$ cat config.mk
export PLATFORM = sky130hd
export DESIGN_NAME = postfix_expression_evaluator
export DESIGN_NICKNAME = d
export VERILOG_FILES = /design/src/hdl/rpn_pkg.sv /design/src/hdl/rpn_stk_mem.sv /design/src/hdl/rpn_div.sv /design/src/hdl/postfix_expression_evaluator.sv
export VERILOG_INCLUDE_DIRS = /design/src /design/src/hdl
export SDC_FILE = /design/constraint.sdc
export NUM_CORES = 2
export LEC_CHECK = 0
export BUFFER_PORTS_ARGS = -buffer_cell sky130_fd_sc_hd__buf_2
export CORE_UTILIZATION = 25
export CTS_CLUSTER_DIAMETER = 100
export DETAILED_ROUTE_END_ITERATION = 16
export GPL_TIMING_DRIVEN = 0
export PLACE_DENSITY = 0.36
export SLEW_MARGIN = 20
export SYNTH_ARGS = -nofsm -noshare
export SYNTH_HDL_FRONTEND = slang
export SYNTH_SLANG_ARGS = --single-unit
export TNS_END_PERCENT = 1
$ cat constraint.sdc
create_clock -name i_clk -period 8.05 [get_ports i_clk]
set_input_delay 0.805 -clock i_clk [delete_from_list [all_inputs] [get_ports i_clk]]
set_output_delay 0.805 -clock i_clk [all_outputs]
set_load 0.01 [all_outputs]
$ cat src/hdl/assert_macros.svh
// assertion macros shared by the rpn evaluator modules
// expects i_clk and i_rst_n in the scope of each use
`ifndef ASSERT_MACROS_SVH
`define ASSERT_MACROS_SVH

// property checked on every rising edge outside reset
`define RPN_ASSERT(lbl, prop, msg) \
    lbl: assert property (@(posedge i_clk) disable iff (!i_rst_n) (prop)) else $error(msg);

// condition that must never be seen outside reset
`define RPN_NEVER(lbl, cond, msg) \
    `RPN_ASSERT(lbl, !(cond), msg)

`endif

$ cat src/hdl/rpn_pkg.sv
// shared types, symbol codes and decode for the postfix evaluator
// no dependencies
package rpn_pkg;

    localparam int unsigned DATA_W    = 32;
    localparam int unsigned ENTRIES_W = 5;

    localparam logic [7:0] SYM_DIGIT_LO = 8'd48;
    localparam logic [7:0] SYM_DIGIT_HI = 8'd57;
    localparam logic [7:0] SYM_ADD      = 8'h2B;
    localparam logic [7:0] SYM_SUB      = 8'h2D;
    localparam logic [7:0] SYM_MUL      = 8'h2A;
    localparam logic [7:0] SYM_DIV      = 8'h2F;

    typedef enum logic [2:0] {
        OP_NONE,
        OP_PUSH,
        OP_ADD,
        OP_SUB,
        OP_MUL,
        OP_DIV
    } t_op;

    typedef enum logic [1:0] {
        S_IDLE,
        S_READ,
        S_DIV
    } t_state;

    typedef struct packed {
        logic              start;
        logic [DATA_W-1:0] dividend;
        logic [DATA_W-1:0] divisor;
    } t_div_req;

    typedef struct packed {
        logic              busy;
        logic              done;
        logic [DATA_W-1:0] quotient;
    } t_div_rsp;

    function automatic t_op decode_symbol(input logic [7:0] sym);
        t_op op;
        priority if (sym >= SYM_DIGIT_LO && sym <= SYM_DIGIT_HI) begin
            op = OP_PUSH;
        end else if (sym == SYM_ADD) begin
            op = OP_ADD;
        end else if (sym == SYM_SUB) begin
            op = OP_SUB;
        end else if (sym == SYM_MUL) begin
            op = OP_MUL;
        end else if (sym == SYM_DIV) begin
            op = OP_DIV;
        end else begin
            op = OP_NONE;
        end
        return op;
    endfunction

endpackage

$ cat src/hdl/rpn_stk_mem.sv
// operand stack storage: one write port, one registered read port
// uses rpn_pkg for the data width
module rpn_stk_mem import rpn_pkg::*; #(
    parameter int unsigned DEPTH = 2,
    parameter int unsigned AW    = 1
) (
    input  logic              i_clk,
    input  logic              i_we,
    input  logic [AW-1:0]     i_waddr,
    input  logic [DATA_W-1:0] i_wdata,
    input  logic [AW-1:0]     i_raddr,
    output logic [DATA_W-1:0] o_rdata
);

    logic [DATA_W-1:0] r_mem [DEPTH];
    logic [DATA_W-1:0] r_rdata;

    always_ff @(posedge i_clk) begin
        if (i_we) begin
            r_mem[i_waddr] <= i_wdata;
        end
    end

    always_ff @(posedge i_clk) begin
        r_rdata <= r_mem[i_raddr];
    end

    assign o_rdata = r_rdata;

endmodule

$ cat src/hdl/rpn_div.sv
// signed 32-bit divider, restoring, one quotient bit per cycle
// uses rpn_pkg and assert_macros.svh; divisor must be nonzero
`include "assert_macros.svh"

module rpn_div import rpn_pkg::*; (
    input  logic     i_clk,
    input  logic     i_rst_n,
    input  t_div_req i_req,
    output t_div_rsp o_rsp
);

    localparam int unsigned STEP_W = $clog2(DATA_W);
    localparam logic [STEP_W-1:0] LAST_STEP = STEP_W'(DATA_W - 1);

    logic              r_busy;
    logic              r_done;
    logic [STEP_W-1:0] r_step;
    logic              r_neg;
    logic [DATA_W-1:0] r_den;
    logic [DATA_W-1:0] r_quo;
    logic [DATA_W-1:0] r_rem;

    logic [DATA_W:0]   w_rem_sh;
    logic [DATA_W:0]   w_diff;
    logic              w_fit;
    logic [DATA_W-1:0] n_rem;
    logic [DATA_W-1:0] n_quo;

    always_comb begin
        w_rem_sh = {r_rem, r_quo[DATA_W-1]};
        w_diff   = w_rem_sh - {1'b0, r_den};
        w_fit    = !w_diff[DATA_W];
        n_rem    = w_fit ? w_diff[DATA_W-1:0] : w_rem_sh[DATA_W-1:0];
        n_quo    = {r_quo[DATA_W-2:0], w_fit};
    end

    always_ff @(posedge i_clk) begin
        if (!i_rst_n) begin
            r_busy <= 1'b0;
            r_done <= 1'b0;
            r_step <= '0;
        end else begin
            r_done <= 1'b0;
            if (i_req.start) begin
                r_busy <= 1'b1;
                r_step <= '0;
            end else if (r_busy) begin
                r_step <= r_step + 1'b1;
                if (r_step == LAST_STEP) begin
                    r_busy <= 1'b0;
                    r_done <= 1'b1;
                end
            end
        end
    end

    always_ff @(posedge i_clk) begin
        if (i_req.start) begin
            r_neg <= i_req.dividend[DATA_W-1] ^ i_req.divisor[DATA_W-1];
            r_den <= i_req.divisor[DATA_W-1] ? (DATA_W'(0) - i_req.divisor) : i_req.divisor;
            r_quo <= i_req.dividend[DATA_W-1] ? (DATA_W'(0) - i_req.dividend)
                                              : i_req.dividend;
            r_rem <= '0;
        end else if (r_busy) begin
            r_rem <= n_rem;
            r_quo <= n_quo;
        end
    end

    always_comb begin
        o_rsp.busy     = r_busy;
        o_rsp.done     = r_done;
        o_rsp.quotient = r_neg ? (DATA_W'(0) - r_quo) : r_quo;
    end

    `RPN_NEVER(a_div_restart, i_req.start && (r_busy || r_done), "divider restarted while active")
    `RPN_NEVER(a_div_zero, i_req.start && (i_req.divisor == '0), "divider started with zero divisor")
    `RPN_NEVER(a_div_done_busy, r_done && r_busy, "divider done while still busy")

endmodule

$ cat src/hdl/postfix_expression_evaluator.sv
// postfix evaluator top: control sequencer, stack top register, alu, result register
// uses rpn_pkg, rpn_stk_mem, rpn_div and assert_macros.svh
//
//   channel   handshake                  payload
//   input     i_in_valid / o_in_ready    i_symbol, i_last
//   output    o_out_valid / i_out_ready  o_value, o_entries_left, o_underflow,
//                                        o_overflow, o_divide_by_zero
//
// digits and ignored bytes end in the idle state, + - * go to a read state (stack
// read of the second entry), / with a nonzero divisor then the bit-serial divider
// stack top lives in a register and in the stack memory, the entries below in memory
// synchronous active-low reset clears count, flags, sequencer and result valid
// an item marked last waits at the input while an earlier result is not taken
`include "assert_macros.svh"

module postfix_expression_evaluator import rpn_pkg::*; #(
    parameter int unsigned STACK_DEPTH = 16
) (
    input  logic                 i_clk,
    input  logic                 i_rst_n,
    input  logic                 i_in_valid,
    output logic                 o_in_ready,
    input  logic [7:0]           i_symbol,
    input  logic                 i_last,
    output logic                 o_out_valid,
    input  logic                 i_out_ready,
    output logic signed [31:0]   o_value,
    output logic [ENTRIES_W-1:0] o_entries_left,
    output logic                 o_underflow,
    output logic                 o_overflow,
    output logic                 o_divide_by_zero
);

    localparam int unsigned AW = $clog2(STACK_DEPTH);
    localparam int unsigned CW = $clog2(STACK_DEPTH + 1);
    localparam logic [CW-1:0] FULL_COUNT = CW'(STACK_DEPTH);
    localparam logic [CW-1:0] TWO_COUNT  = CW'(2);

    t_state r_state, n_state;
    t_op    r_op, n_op;
    logic   r_last, n_last;
    logic   r_sec_ok, n_sec_ok;
    logic [CW-1:0]     r_count, n_count;
    logic [DATA_W-1:0] r_top, n_top;
    logic [DATA_W-1:0] r_opa, n_opa;
    logic r_under, n_under;
    logic r_over, n_over;
    logic r_divz, n_divz;

    logic                 r_out_valid, n_out_valid;
    logic [DATA_W-1:0]    r_out_value, n_out_value;
    logic [ENTRIES_W-1:0] r_out_entries, n_out_entries;
    logic r_out_under, n_out_under;
    logic r_out_over, n_out_over;
    logic r_out_divz, n_out_divz;

    logic              w_in_acc;
    t_op               w_op;
    logic              w_arith;
    logic              w_fin;
    logic [DATA_W-1:0] w_sec;
    logic [DATA_W-1:0] w_res;
    logic              w_commit;

    logic              mem_we;
    logic [AW-1:0]     mem_waddr;
    logic [DATA_W-1:0] mem_wdata;
    logic [AW-1:0]     mem_raddr;
    logic [DATA_W-1:0] mem_rdata;

    t_div_req div_req;
    t_div_rsp div_rsp;

    rpn_stk_mem #(
        .DEPTH (STACK_DEPTH),
        .AW    (AW)
    ) u_stk_mem (
        .i_clk   (i_clk),
        .i_we    (mem_we),
        .i_waddr (mem_waddr),
        .i_wdata (mem_wdata),
        .i_raddr (mem_raddr),
        .o_rdata (mem_rdata)
    );

    rpn_div u_div (
        .i_clk   (i_clk),
        .i_rst_n (i_rst_n),
        .i_req   (div_req),
        .o_rsp   (div_rsp)
    );

    assign o_in_ready = (r_state == S_IDLE) && (!r_out_valid || i_out_ready || !i_last);
    assign w_in_acc   = i_in_valid && o_in_ready;
    assign w_op       = decode_symbol(i_symbol);
    assign w_arith    = (w_op == OP_ADD) || (w_op == OP_SUB) ||
                        (w_op == OP_MUL) || (w_op == OP_DIV);
    assign w_sec      = r_sec_ok ? mem_rdata : '0;

    // next state
    always_comb begin
        n_state = r_state;
        unique case (r_state)
            S_IDLE: begin
                if (w_in_acc && w_arith) begin
                    n_state = S_READ;
                end
            end
            S_READ: begin
                if (r_op == OP_DIV && r_opa != '0) begin
                    n_state = S_DIV;
                end else begin
                    n_state = S_IDLE;
                end
            end
            S_DIV: begin
                if (div_rsp.done) begin
                    n_state = S_IDLE;
                end
            end
            default: begin
                n_state = S_IDLE;
            end
        endcase
    end

    // datapath and control outputs
    always_comb begin
        n_op          = r_op;
        n_last        = r_last;
        n_sec_ok      = r_sec_ok;
        n_count       = r_count;
        n_top         = r_top;
        n_opa         = r_opa;
        n_under       = r_under;
        n_over        = r_over;
        n_divz        = r_divz;
        n_out_valid   = r_out_valid;
        n_out_value   = r_out_value;
        n_out_entries = r_out_entries;
        n_out_under   = r_out_under;
        n_out_over    = r_out_over;
        n_out_divz    = r_out_divz;
        mem_we        = 1'b0;
        mem_waddr     = AW'(r_count - 1'b1);
        mem_wdata     = '0;
        mem_raddr     = AW'(r_count - TWO_COUNT);
        div_req.start    = 1'b0;
        div_req.dividend = w_sec;
        div_req.divisor  = r_opa;
        w_fin         = 1'b0;
        w_commit      = 1'b0;
        w_res         = '0;

        unique case (r_state)
            S_IDLE: begin
                if (w_in_acc) begin
                    n_op   = w_op;
                    n_last = i_last;
                    if (w_op == OP_PUSH) begin
                        if (r_count == FULL_COUNT) begin
                            n_over = 1'b1;
                        end else begin
                            mem_we    = 1'b1;
                            mem_waddr = AW'(r_count);
                            mem_wdata = DATA_W'(i_symbol - SYM_DIGIT_LO);
                            n_top     = DATA_W'(i_symbol - SYM_DIGIT_LO);
                            n_count   = r_count + 1'b1;
                        end
                        w_fin = i_last;
                    end else if (w_arith) begin
                        n_opa    = (r_count != '0) ? r_top : '0;
                        n_sec_ok = (r_count >= TWO_COUNT);
                        if (r_count < TWO_COUNT) begin
                            n_under = 1'b1;
                            n_count = CW'(1);
                        end else begin
                            n_count = r_count - 1'b1;
                        end
                    end else begin
                        w_fin = i_last;
                    end
                end
            end
            S_READ: begin
                unique case (r_op)
                    OP_ADD: begin
                        w_res    = w_sec + r_opa;
                        w_commit = 1'b1;
                    end
                    OP_SUB: begin
                        w_res    = w_sec - r_opa;
                        w_commit = 1'b1;
                    end
                    OP_MUL: begin
                        w_res    = w_sec * r_opa;
                        w_commit = 1'b1;
                    end
                    OP_DIV: begin
                        if (r_opa == '0) begin
                            n_divz   = 1'b1;
                            w_commit = 1'b1;
                        end else begin
                            div_req.start = 1'b1;
                        end
                    end
                    default: begin
                        w_commit = 1'b1;
                    end
                endcase
            end
            S_DIV: begin
                if (div_rsp.done) begin
                    w_res    = div_rsp.quotient;
                    w_commit = 1'b1;
                end
            end
            default: begin
            end
        endcase

        if (w_commit) begin
            mem_we    = 1'b1;
            mem_wdata = w_res;
            n_top     = w_res;
            w_fin     = r_last;
        end

        if (r_out_valid && i_out_ready) begin
            n_out_valid = 1'b0;
        end

        if (w_fin) begin
            n_out_valid   = 1'b1;
            n_out_value   = (n_count == '0) ? '0 : n_top;
            n_out_entries = ENTRIES_W'(n_count);
            n_out_under   = n_under;
            n_out_over    = n_over;
            n_out_divz    = n_divz;
            n_count       = '0;
            n_under       = 1'b0;
            n_over        = 1'b0;
            n_divz        = 1'b0;
        end
    end

    always_ff @(posedge i_clk) begin
        if (!i_rst_n) begin
            r_state     <= S_IDLE;
            r_op        <= OP_NONE;
            r_last      <= 1'b0;
            r_sec_ok    <= 1'b0;
            r_count     <= '0;
            r_under     <= 1'b0;
            r_over      <= 1'b0;
            r_divz      <= 1'b0;
            r_out_valid <= 1'b0;
        end else begin
            r_state     <= n_state;
            r_op        <= n_op;
            r_last      <= n_last;
            r_sec_ok    <= n_sec_ok;
            r_count     <= n_count;
            r_under     <= n_under;
            r_over      <= n_over;
            r_divz      <= n_divz;
            r_out_valid <= n_out_valid;
        end
    end

    always_ff @(posedge i_clk) begin
        r_top         <= n_top;
        r_opa         <= n_opa;
        r_out_value   <= n_out_value;
        r_out_entries <= n_out_entries;
        r_out_under   <= n_out_under;
        r_out_over    <= n_out_over;
        r_out_divz    <= n_out_divz;
    end

    assign o_out_valid      = r_out_valid;
    assign o_value          = r_out_value;
    assign o_entries_left   = r_out_entries;
    assign o_underflow      = r_out_under;
    assign o_overflow       = r_out_over;
    assign o_divide_by_zero = r_out_divz;

    `RPN_ASSERT(a_count_bound, r_count <= FULL_COUNT, "stack count above depth")
    `RPN_ASSERT(a_out_free, w_fin |-> (!r_out_valid || i_out_ready), "result overwrites pending item")
    `RPN_ASSERT(a_div_track, (r_state == S_DIV) |-> (div_rsp.busy || div_rsp.done), "divider lost")
    `RPN_ASSERT(a_op_count, (r_state == S_READ) |-> (r_count != '0), "operator without result slot")

endmodule

# Word level (Yosys, flattened, before mapping)
# Memory sizes are Yosys's and may differ from the RTL's. A register that Yosys moved wholly into a read port is not among the register bits.
# Index checks and enable logic that the tools add are counted.
[totals]
reg_bits = 224
mem_bits_rw = 512
inputBits = 13
out_inout_bits = 42
n_memories = 1
[mem_list]
columns = ["memory", "depth", "width", "rd", "rd_ports_with_merged_regs", "wr", "line_no", "text"]
rows = [
  ["u_stk_mem.r_mem", 16, 32, 1, 1, 1, "rpn_stk_mem.sv:15", "logic [DATA_W-1:0] r_mem [DEPTH];"],
]
[op_classes]
n_addsub = 11
multipliers = 1
order_cmp = 4
eq_ne = 19
muxes = 76
n_bitwise = 4
reduce_logical = 27
[op_table]
columns = ["op", "count"]
rows = [
  ["two-way mux 32 bit", 17],
  ["case mux 32 bit (3 select lines)", 1],
  ["subtractor 1 x 32 -> 32 bit (first input constant)", 3],
  ["case mux 32 bit (2 select lines)", 1],
  ["two-way mux 1 bit", 36],
  ["subtractor 33 x 32 -> 33 bit", 1],
  ["adder 32 bit", 1],
  ["equality test 8 x 6 -> 1 bit (second input constant)", 4],
  ["logical NOT 32 bit", 1],
  ["multiplier 32 x 32 -> 32 bit", 1],
  ["nonzero test 32 bit", 1],
  ["subtractor 32 bit", 1],
  ["two-way mux 31 bit", 1],
  ["two-way mux 5 bit", 6],
  ["two-way mux 4 bit", 4],
  ["two-way mux 3 bit", 5],
  ["equality test 3 x 2 -> 1 bit (second input constant)", 4],
  ["equality test 3 bit (second input constant)", 4],
  ["adder 5 x 1 -> 5 bit (second input constant)", 2],
  ["equality test 5 bit (second input constant)", 2],
  ["subtractor 8 x 6 -> 9 bit (second input constant)", 1],
  [">= comparator 8 x 6 -> 1 bit (second input constant)", 1],
  ["less-or-equal comparator 8 x 6 -> 1 bit (second input constant)", 1],
  ["logical AND 1 bit", 6],
  ["23 further kinds", 37],
]

# Longest topological paths before layout
[logic_depth]
ltp_word = 16
mapped_depth = 33

# Modules after synthesis
# From an unflattened synthesis, not the netlist that was laid out.
[unflattened]
hier_cells = 4546
hier_area_um2 = 52221.3
[modules_own_cells]
columns = ["module", "n_inst", "cells_each", "area_per_inst_um2"]
rows = [
  ["postfix_expression_evaluator", 1, 2754, 24373.4],
  ["rpn_stk_mem", 1, 838, 19835.3],
  ["rpn_div", 1, 954, 8012.7],
]

# Least setup slack after synthesis
# OpenSTA, ideal clock, no wires.
[synth_path]
path_kind = "register -> register"
startpoint = "register r_sec_ok"
endpoint = "register r_out_value[28] (netlist: o_value[28]) (data pin)"
arrival_time_ns = 8.448
t_required_ns = 7.918
slack_ns = -0.530
path_stages_with_launch = 32
n_path_buf = 6
synth_period_minus_slack_ns = 8.580
path_cell_list = "dfxtp_1 clkbuf_1 clkbuf_1 clkbuf_1 clkbuf_1 clkbuf_1 clkbuf_1 and3_1 fa_1 fa_1 fa_1 inv_1 fa_1 inv_1 fa_1 inv_1 fa_1 inv_1 fa_1 fa_1 ha_1 a21oi_1 o21ai_0 a221o_1 a21oi_1 nor2b_1 a311oi_1 xor2_1 o221ai_1 a21oi_1 a21oi_1 o21a_1"
[synth_between]
elab_chain_len = 5
elab_cells_between_ends = 7
classes_between = "add/sub (2); mul (1); mux (4)"
[synth_rtl]
columns = ["element", "line_no", "text"]
rows = [
  ["start: declaration", "postfix_expression_evaluator.sv:42", "logic r_sec_ok, n_sec_ok;"],
  ["start signal: assignment", "postfix_expression_evaluator.sv:262", "r_sec_ok <= n_sec_ok;"],
  ["two-way mux 32 bit *", "postfix_expression_evaluator.sv:98", "assign w_sec = r_sec_ok ? mem_rdata : '0;"],
  ["multiplier 32 x 32 -> 32 bit, or another cell as far along", "postfix_expression_evaluator.sv:196", "w_res = w_sec * r_opa;"],
  ["case mux 32 bit (3 select lines) *", "postfix_expression_evaluator.sv:186", "unique case (r_op)"],
  ["case mux 32 bit (2 select lines) *", "postfix_expression_evaluator.sv:155", "unique case (r_state)"],
  ["two-way mux 32 bit *", "postfix_expression_evaluator.sv:222", "if (w_commit) begin"],
  ["end signal: assignment", "postfix_expression_evaluator.sv:274", "r_out_value <= n_out_value;"],
  ["end: declaration", "postfix_expression_evaluator.sv:51", "logic [DATA_W-1:0] r_out_value, n_out_value;"],
]
# Mark *: on every way between the ends. The rest lies on a longest branch, timed or not.
# A chain may end at the register's enable or synchronous reset.

# Worst setup path in the final report
[layout_path]
startpoint = "register r_sec_ok"
endpoint = "register r_out_value[31] (netlist: o_value[31]) (data pin)"
# Same word-level chain as after synthesis.

==> summary.txt <==
Placed design
  • Port Buf Inserts: 53
  • RePlAce Congestion: 0.911
  • Cell Area, Placed: between 0.05 and 0.06 sq mm
  • Post-DP HPWL: roughly 160000 microns

Drt
  • Met2 wire length: between 100000 and 150000 microns
  • Via density: about 4.9
  • Routed length on met1: 93700 microns
  • DRC: 0
  • DR WL met3: slightly below 10000 microns
  • DRT antenna net count: 0
  • DRT Pass-1 Iters: 6
  • Routed WL: about 210000 microns
  • Top layer reached by signal wires: met5
  • Initial drt markers: 2951
  • DR WL/cell: between 20 and 30 microns
  • Via count: around 36000

Timing
  • Slew headroom: 0.170
  • Final WS setup: -0.471 ns
  • Slew Limit Fails: 0
  • Setup TNS: -52.66 ns
  • Worst clock skew: between 0.05 and 0.06 ns
  • Max Clock Freq: 117 MHz
  • RSZ-0062 raised after global routing: true
  • Final hold violations: 0
  • Fin crit share: 1.06
  • Worst Max-Slew Pin Slew: 1.24 ns
  • Final setup viols: around 210
  • Final Critical Period: between 8 and 9 ns

Synthesis
  • Main flop type after synthesis: edfxtp_1
  • Post-synthesis sequential area ratio: 0.427
  • Syn Area/Cell: 11.9 sq um
  • Share of the synthesized area in the top cell type: 0.381
  • Syn Inst Count: approximately 4300
  • Synth area leader: edfxtp_1
  • Register bit total from synthesis: about 770
  • Synth warn: 0
  • Area contributors post-synth: edfxtp_1 (38%), fa_1 (16%), mux4_2 (7.0%)
  • Post-synth EDFFs: 649
  • Netlist cell types: 86
  • Most frequent cell after synthesis: edfxtp_1
  • Async S/R FF share, synth: 0
  • Cell area after synthesis: 0.0512 sq mm
  • Syn Nets: 4941
  • Top cells by count, synth: edfxtp_1 (649), inv_1 (458), nand2_1 (430)

Power
  • Cell leakage power: around 25 nW
  • Pwr dens: ~150 mW/mm^2
  • Pwr Total: 0.00911 W
  • Max VDD drop: between 0.15 and 0.2 mV

Worst setup path
  • Reg2reg path depth: 32
  • Worst setup EP type: register
  • Most frequent CP cell: fa_1
  • CP Max Fanout: 10
  • Slowest cell on the critical path: fa_2
  • Cell count along the critical path: 32
  • CP max stage delay: ~0.60 ns
  • Worst Path Required: 8.49 ns
  • CP delay by family, top: adder cells
  • Crit path arrival time: ~9 ns
  • CP Class: reg -> reg
  • Worst setup SP type: register
  • WP buf/inv: 12

Layout
  • Fin area: between 0.06 and 0.07 sq mm
  • Layout cell share with drive strength beyond 1: 0.173
  • Fin nets: 5193
  • Area delta synth->final: 19.8%

CTS
  • Clock transition at path regs: around 0.060 ns
  • H-tree levels: 3
  • Clock buffer depth: 3
  • CTS Sinks: 768
  • CTS root buffer: clkbuf_16
  • Clk_lat worst skew: between 0.7 and 0.8 ns
  • TritonCTS buffer count: between 90 and 100
  • Post-CTS Hold Buffers: 0
  • CTS tree: built

Floorplan
  • Number of core rows: approximately 170
  • Initial Util: 0.252
  • I/O pin total: 55
  • Die width: approximately 450 microns
  • Area of the core: 0.203 sq mm
  • DIE AREA: between 0.2 and 0.25 sq mm
  • Die Y: 454 microns

GRT
  • Gr ovfl total: 0
  • GRT Total Usage: 0.206
  • Largest net degree at the start of global routing: 42
  • Antenna violations before repair: 21
  • Vias in the first global route: about 38000
  • First-pass GRT wire length: about 300000 microns

Status
  • Failing checks: negative setup slack
  • Status: finished, violations left

Worst hold path
  • Worst Hold Depth: 3
  • Worst Hold Class: in -> reg

Run
  • Max-Cap Viols: 0
[metal layers]
| metal | global-route usage | vias up |
|---|---|---|
| li1 | - | 15621 |
| met1 | 0.276 | 18863 |
| met2 | 0.344 | 980 |
| met3 | 0.0246 | 267 |
| met4 | 0.0659 | 4 |
| met5 | 0 | - |
[final cells by class]
class | instances | area, sq um
antenna | 9 | 22.5
inverter | 459 | 1740
timing repair buffer | 174 | 2090
multi-input combinational | 2823 | 27700
sequential | 768 | 21900
fill | 20861 | 141000
buffer | 250 | 1530
clock inverter | 51 | 547
tap | 2672 | 3340
clock buffer | 118 | 2440
[power by group]
group / internal (W) / total (W) / switching, W
logic: 0.000221 / 0.000569 / 0.000348
registers: 0.00434 / 0.00438 / 0.0000477
clock network: 0.00239 / 0.00416 / 0.00177
total: 0.00694 / 0.00911 / 0.00217
[stage by stage]
step                worst slack [ns]  utilization  hold WS [ns]  instances
floorplan                    -0.0113            -         0.426       4315
global placement               -3.87        0.270         0.443       7040
detailed placement             -3.54        0.277         0.449       7092
CTS                           -0.478        0.301         0.394       7306
global route                  -0.631        0.302         0.440       7316
finish                        -0.471        0.302         0.442       7324
[layout by cell type (no fill, tap or decap), types with 25 or more instances in the layout]
master,Yosys,routed
buf_2,11,75
a21oi_1,140,122
o21a_1,27,26
nand2b_1,33,33
edfxtp_1,649,649
dfxtp_1,119,109
ha_1,203,191
clkbuf_1,244,146
xnor2_1,163,151
buf_16,0,25
and2_1,60,53
mux4_2,160,160
inv_1,458,449
fa_2,0,29
nand3_1,37,36
o31ai_1,33,32
clkbuf_2,0,56
nor2_1,134,110
a21o_1,58,57
xor2_1,98,93
nand2_1,430,425
buf_12,0,25
o21ai_0,168,148
clkbuf_16,0,106
and3_1,326,317
fa_1,410,381
nor2b_1,52,51
buf_4,2,54
[registers in the layout, indices dropped and copies added, names as in the netlist, 5 cells and up]
signal and flops:
r_top 32, u_div.r_step 5, u_div.r_rem 32, o_entries_left 5
u_stk_mem.o_rdata 32, r_count 5, u_stk_mem.r_mem 512, o_value 32
u_div.r_quo 32, u_div.r_den 32, r_opa 32
[tightest hold or removal path: cells and delay by family]
kind                   cells  cell delay [ns]
buffers and inverters      1             0.13
and+or+nand+nor            1             0.08
AOI/OAI and AO/OA          1             0.07
[cell families (layout without fill, tap and decap cells)]
family,after synthesis,in the layout,synth area share
DFF,768,768,0.427
adders and majority gates,613,613,0.210
buffers and inverters,725,1052,0.0536
AOI/OAI and AO/OA,599,600,0.0747
xor gates and xnor gates,262,262,0.0451
muxes,172,172,0.0728
and+or+nand+nor,1176,1176,0.116
other,0,9,0
[path summary, 6_finish.rpt]
path	endpoint	slack, ns	from
worst min-delay path	r_last	0.44	i_last
worst min register to register	r_top[0]	0.46	r_top[0]
worst max register to register	o_value[31]	-0.47	r_sec_ok
worst max-delay path	o_value[31]	-0.47	r_sec_ok
[repair_timing]
item                       4_1_cts  5_1_grt
pin swaps                       90       41
setup endpoints to repair      414      340
setup buffers                   57        7
cloned                           4        2
gates resized for setup        316       65
(Power assumes the default switching activity.)
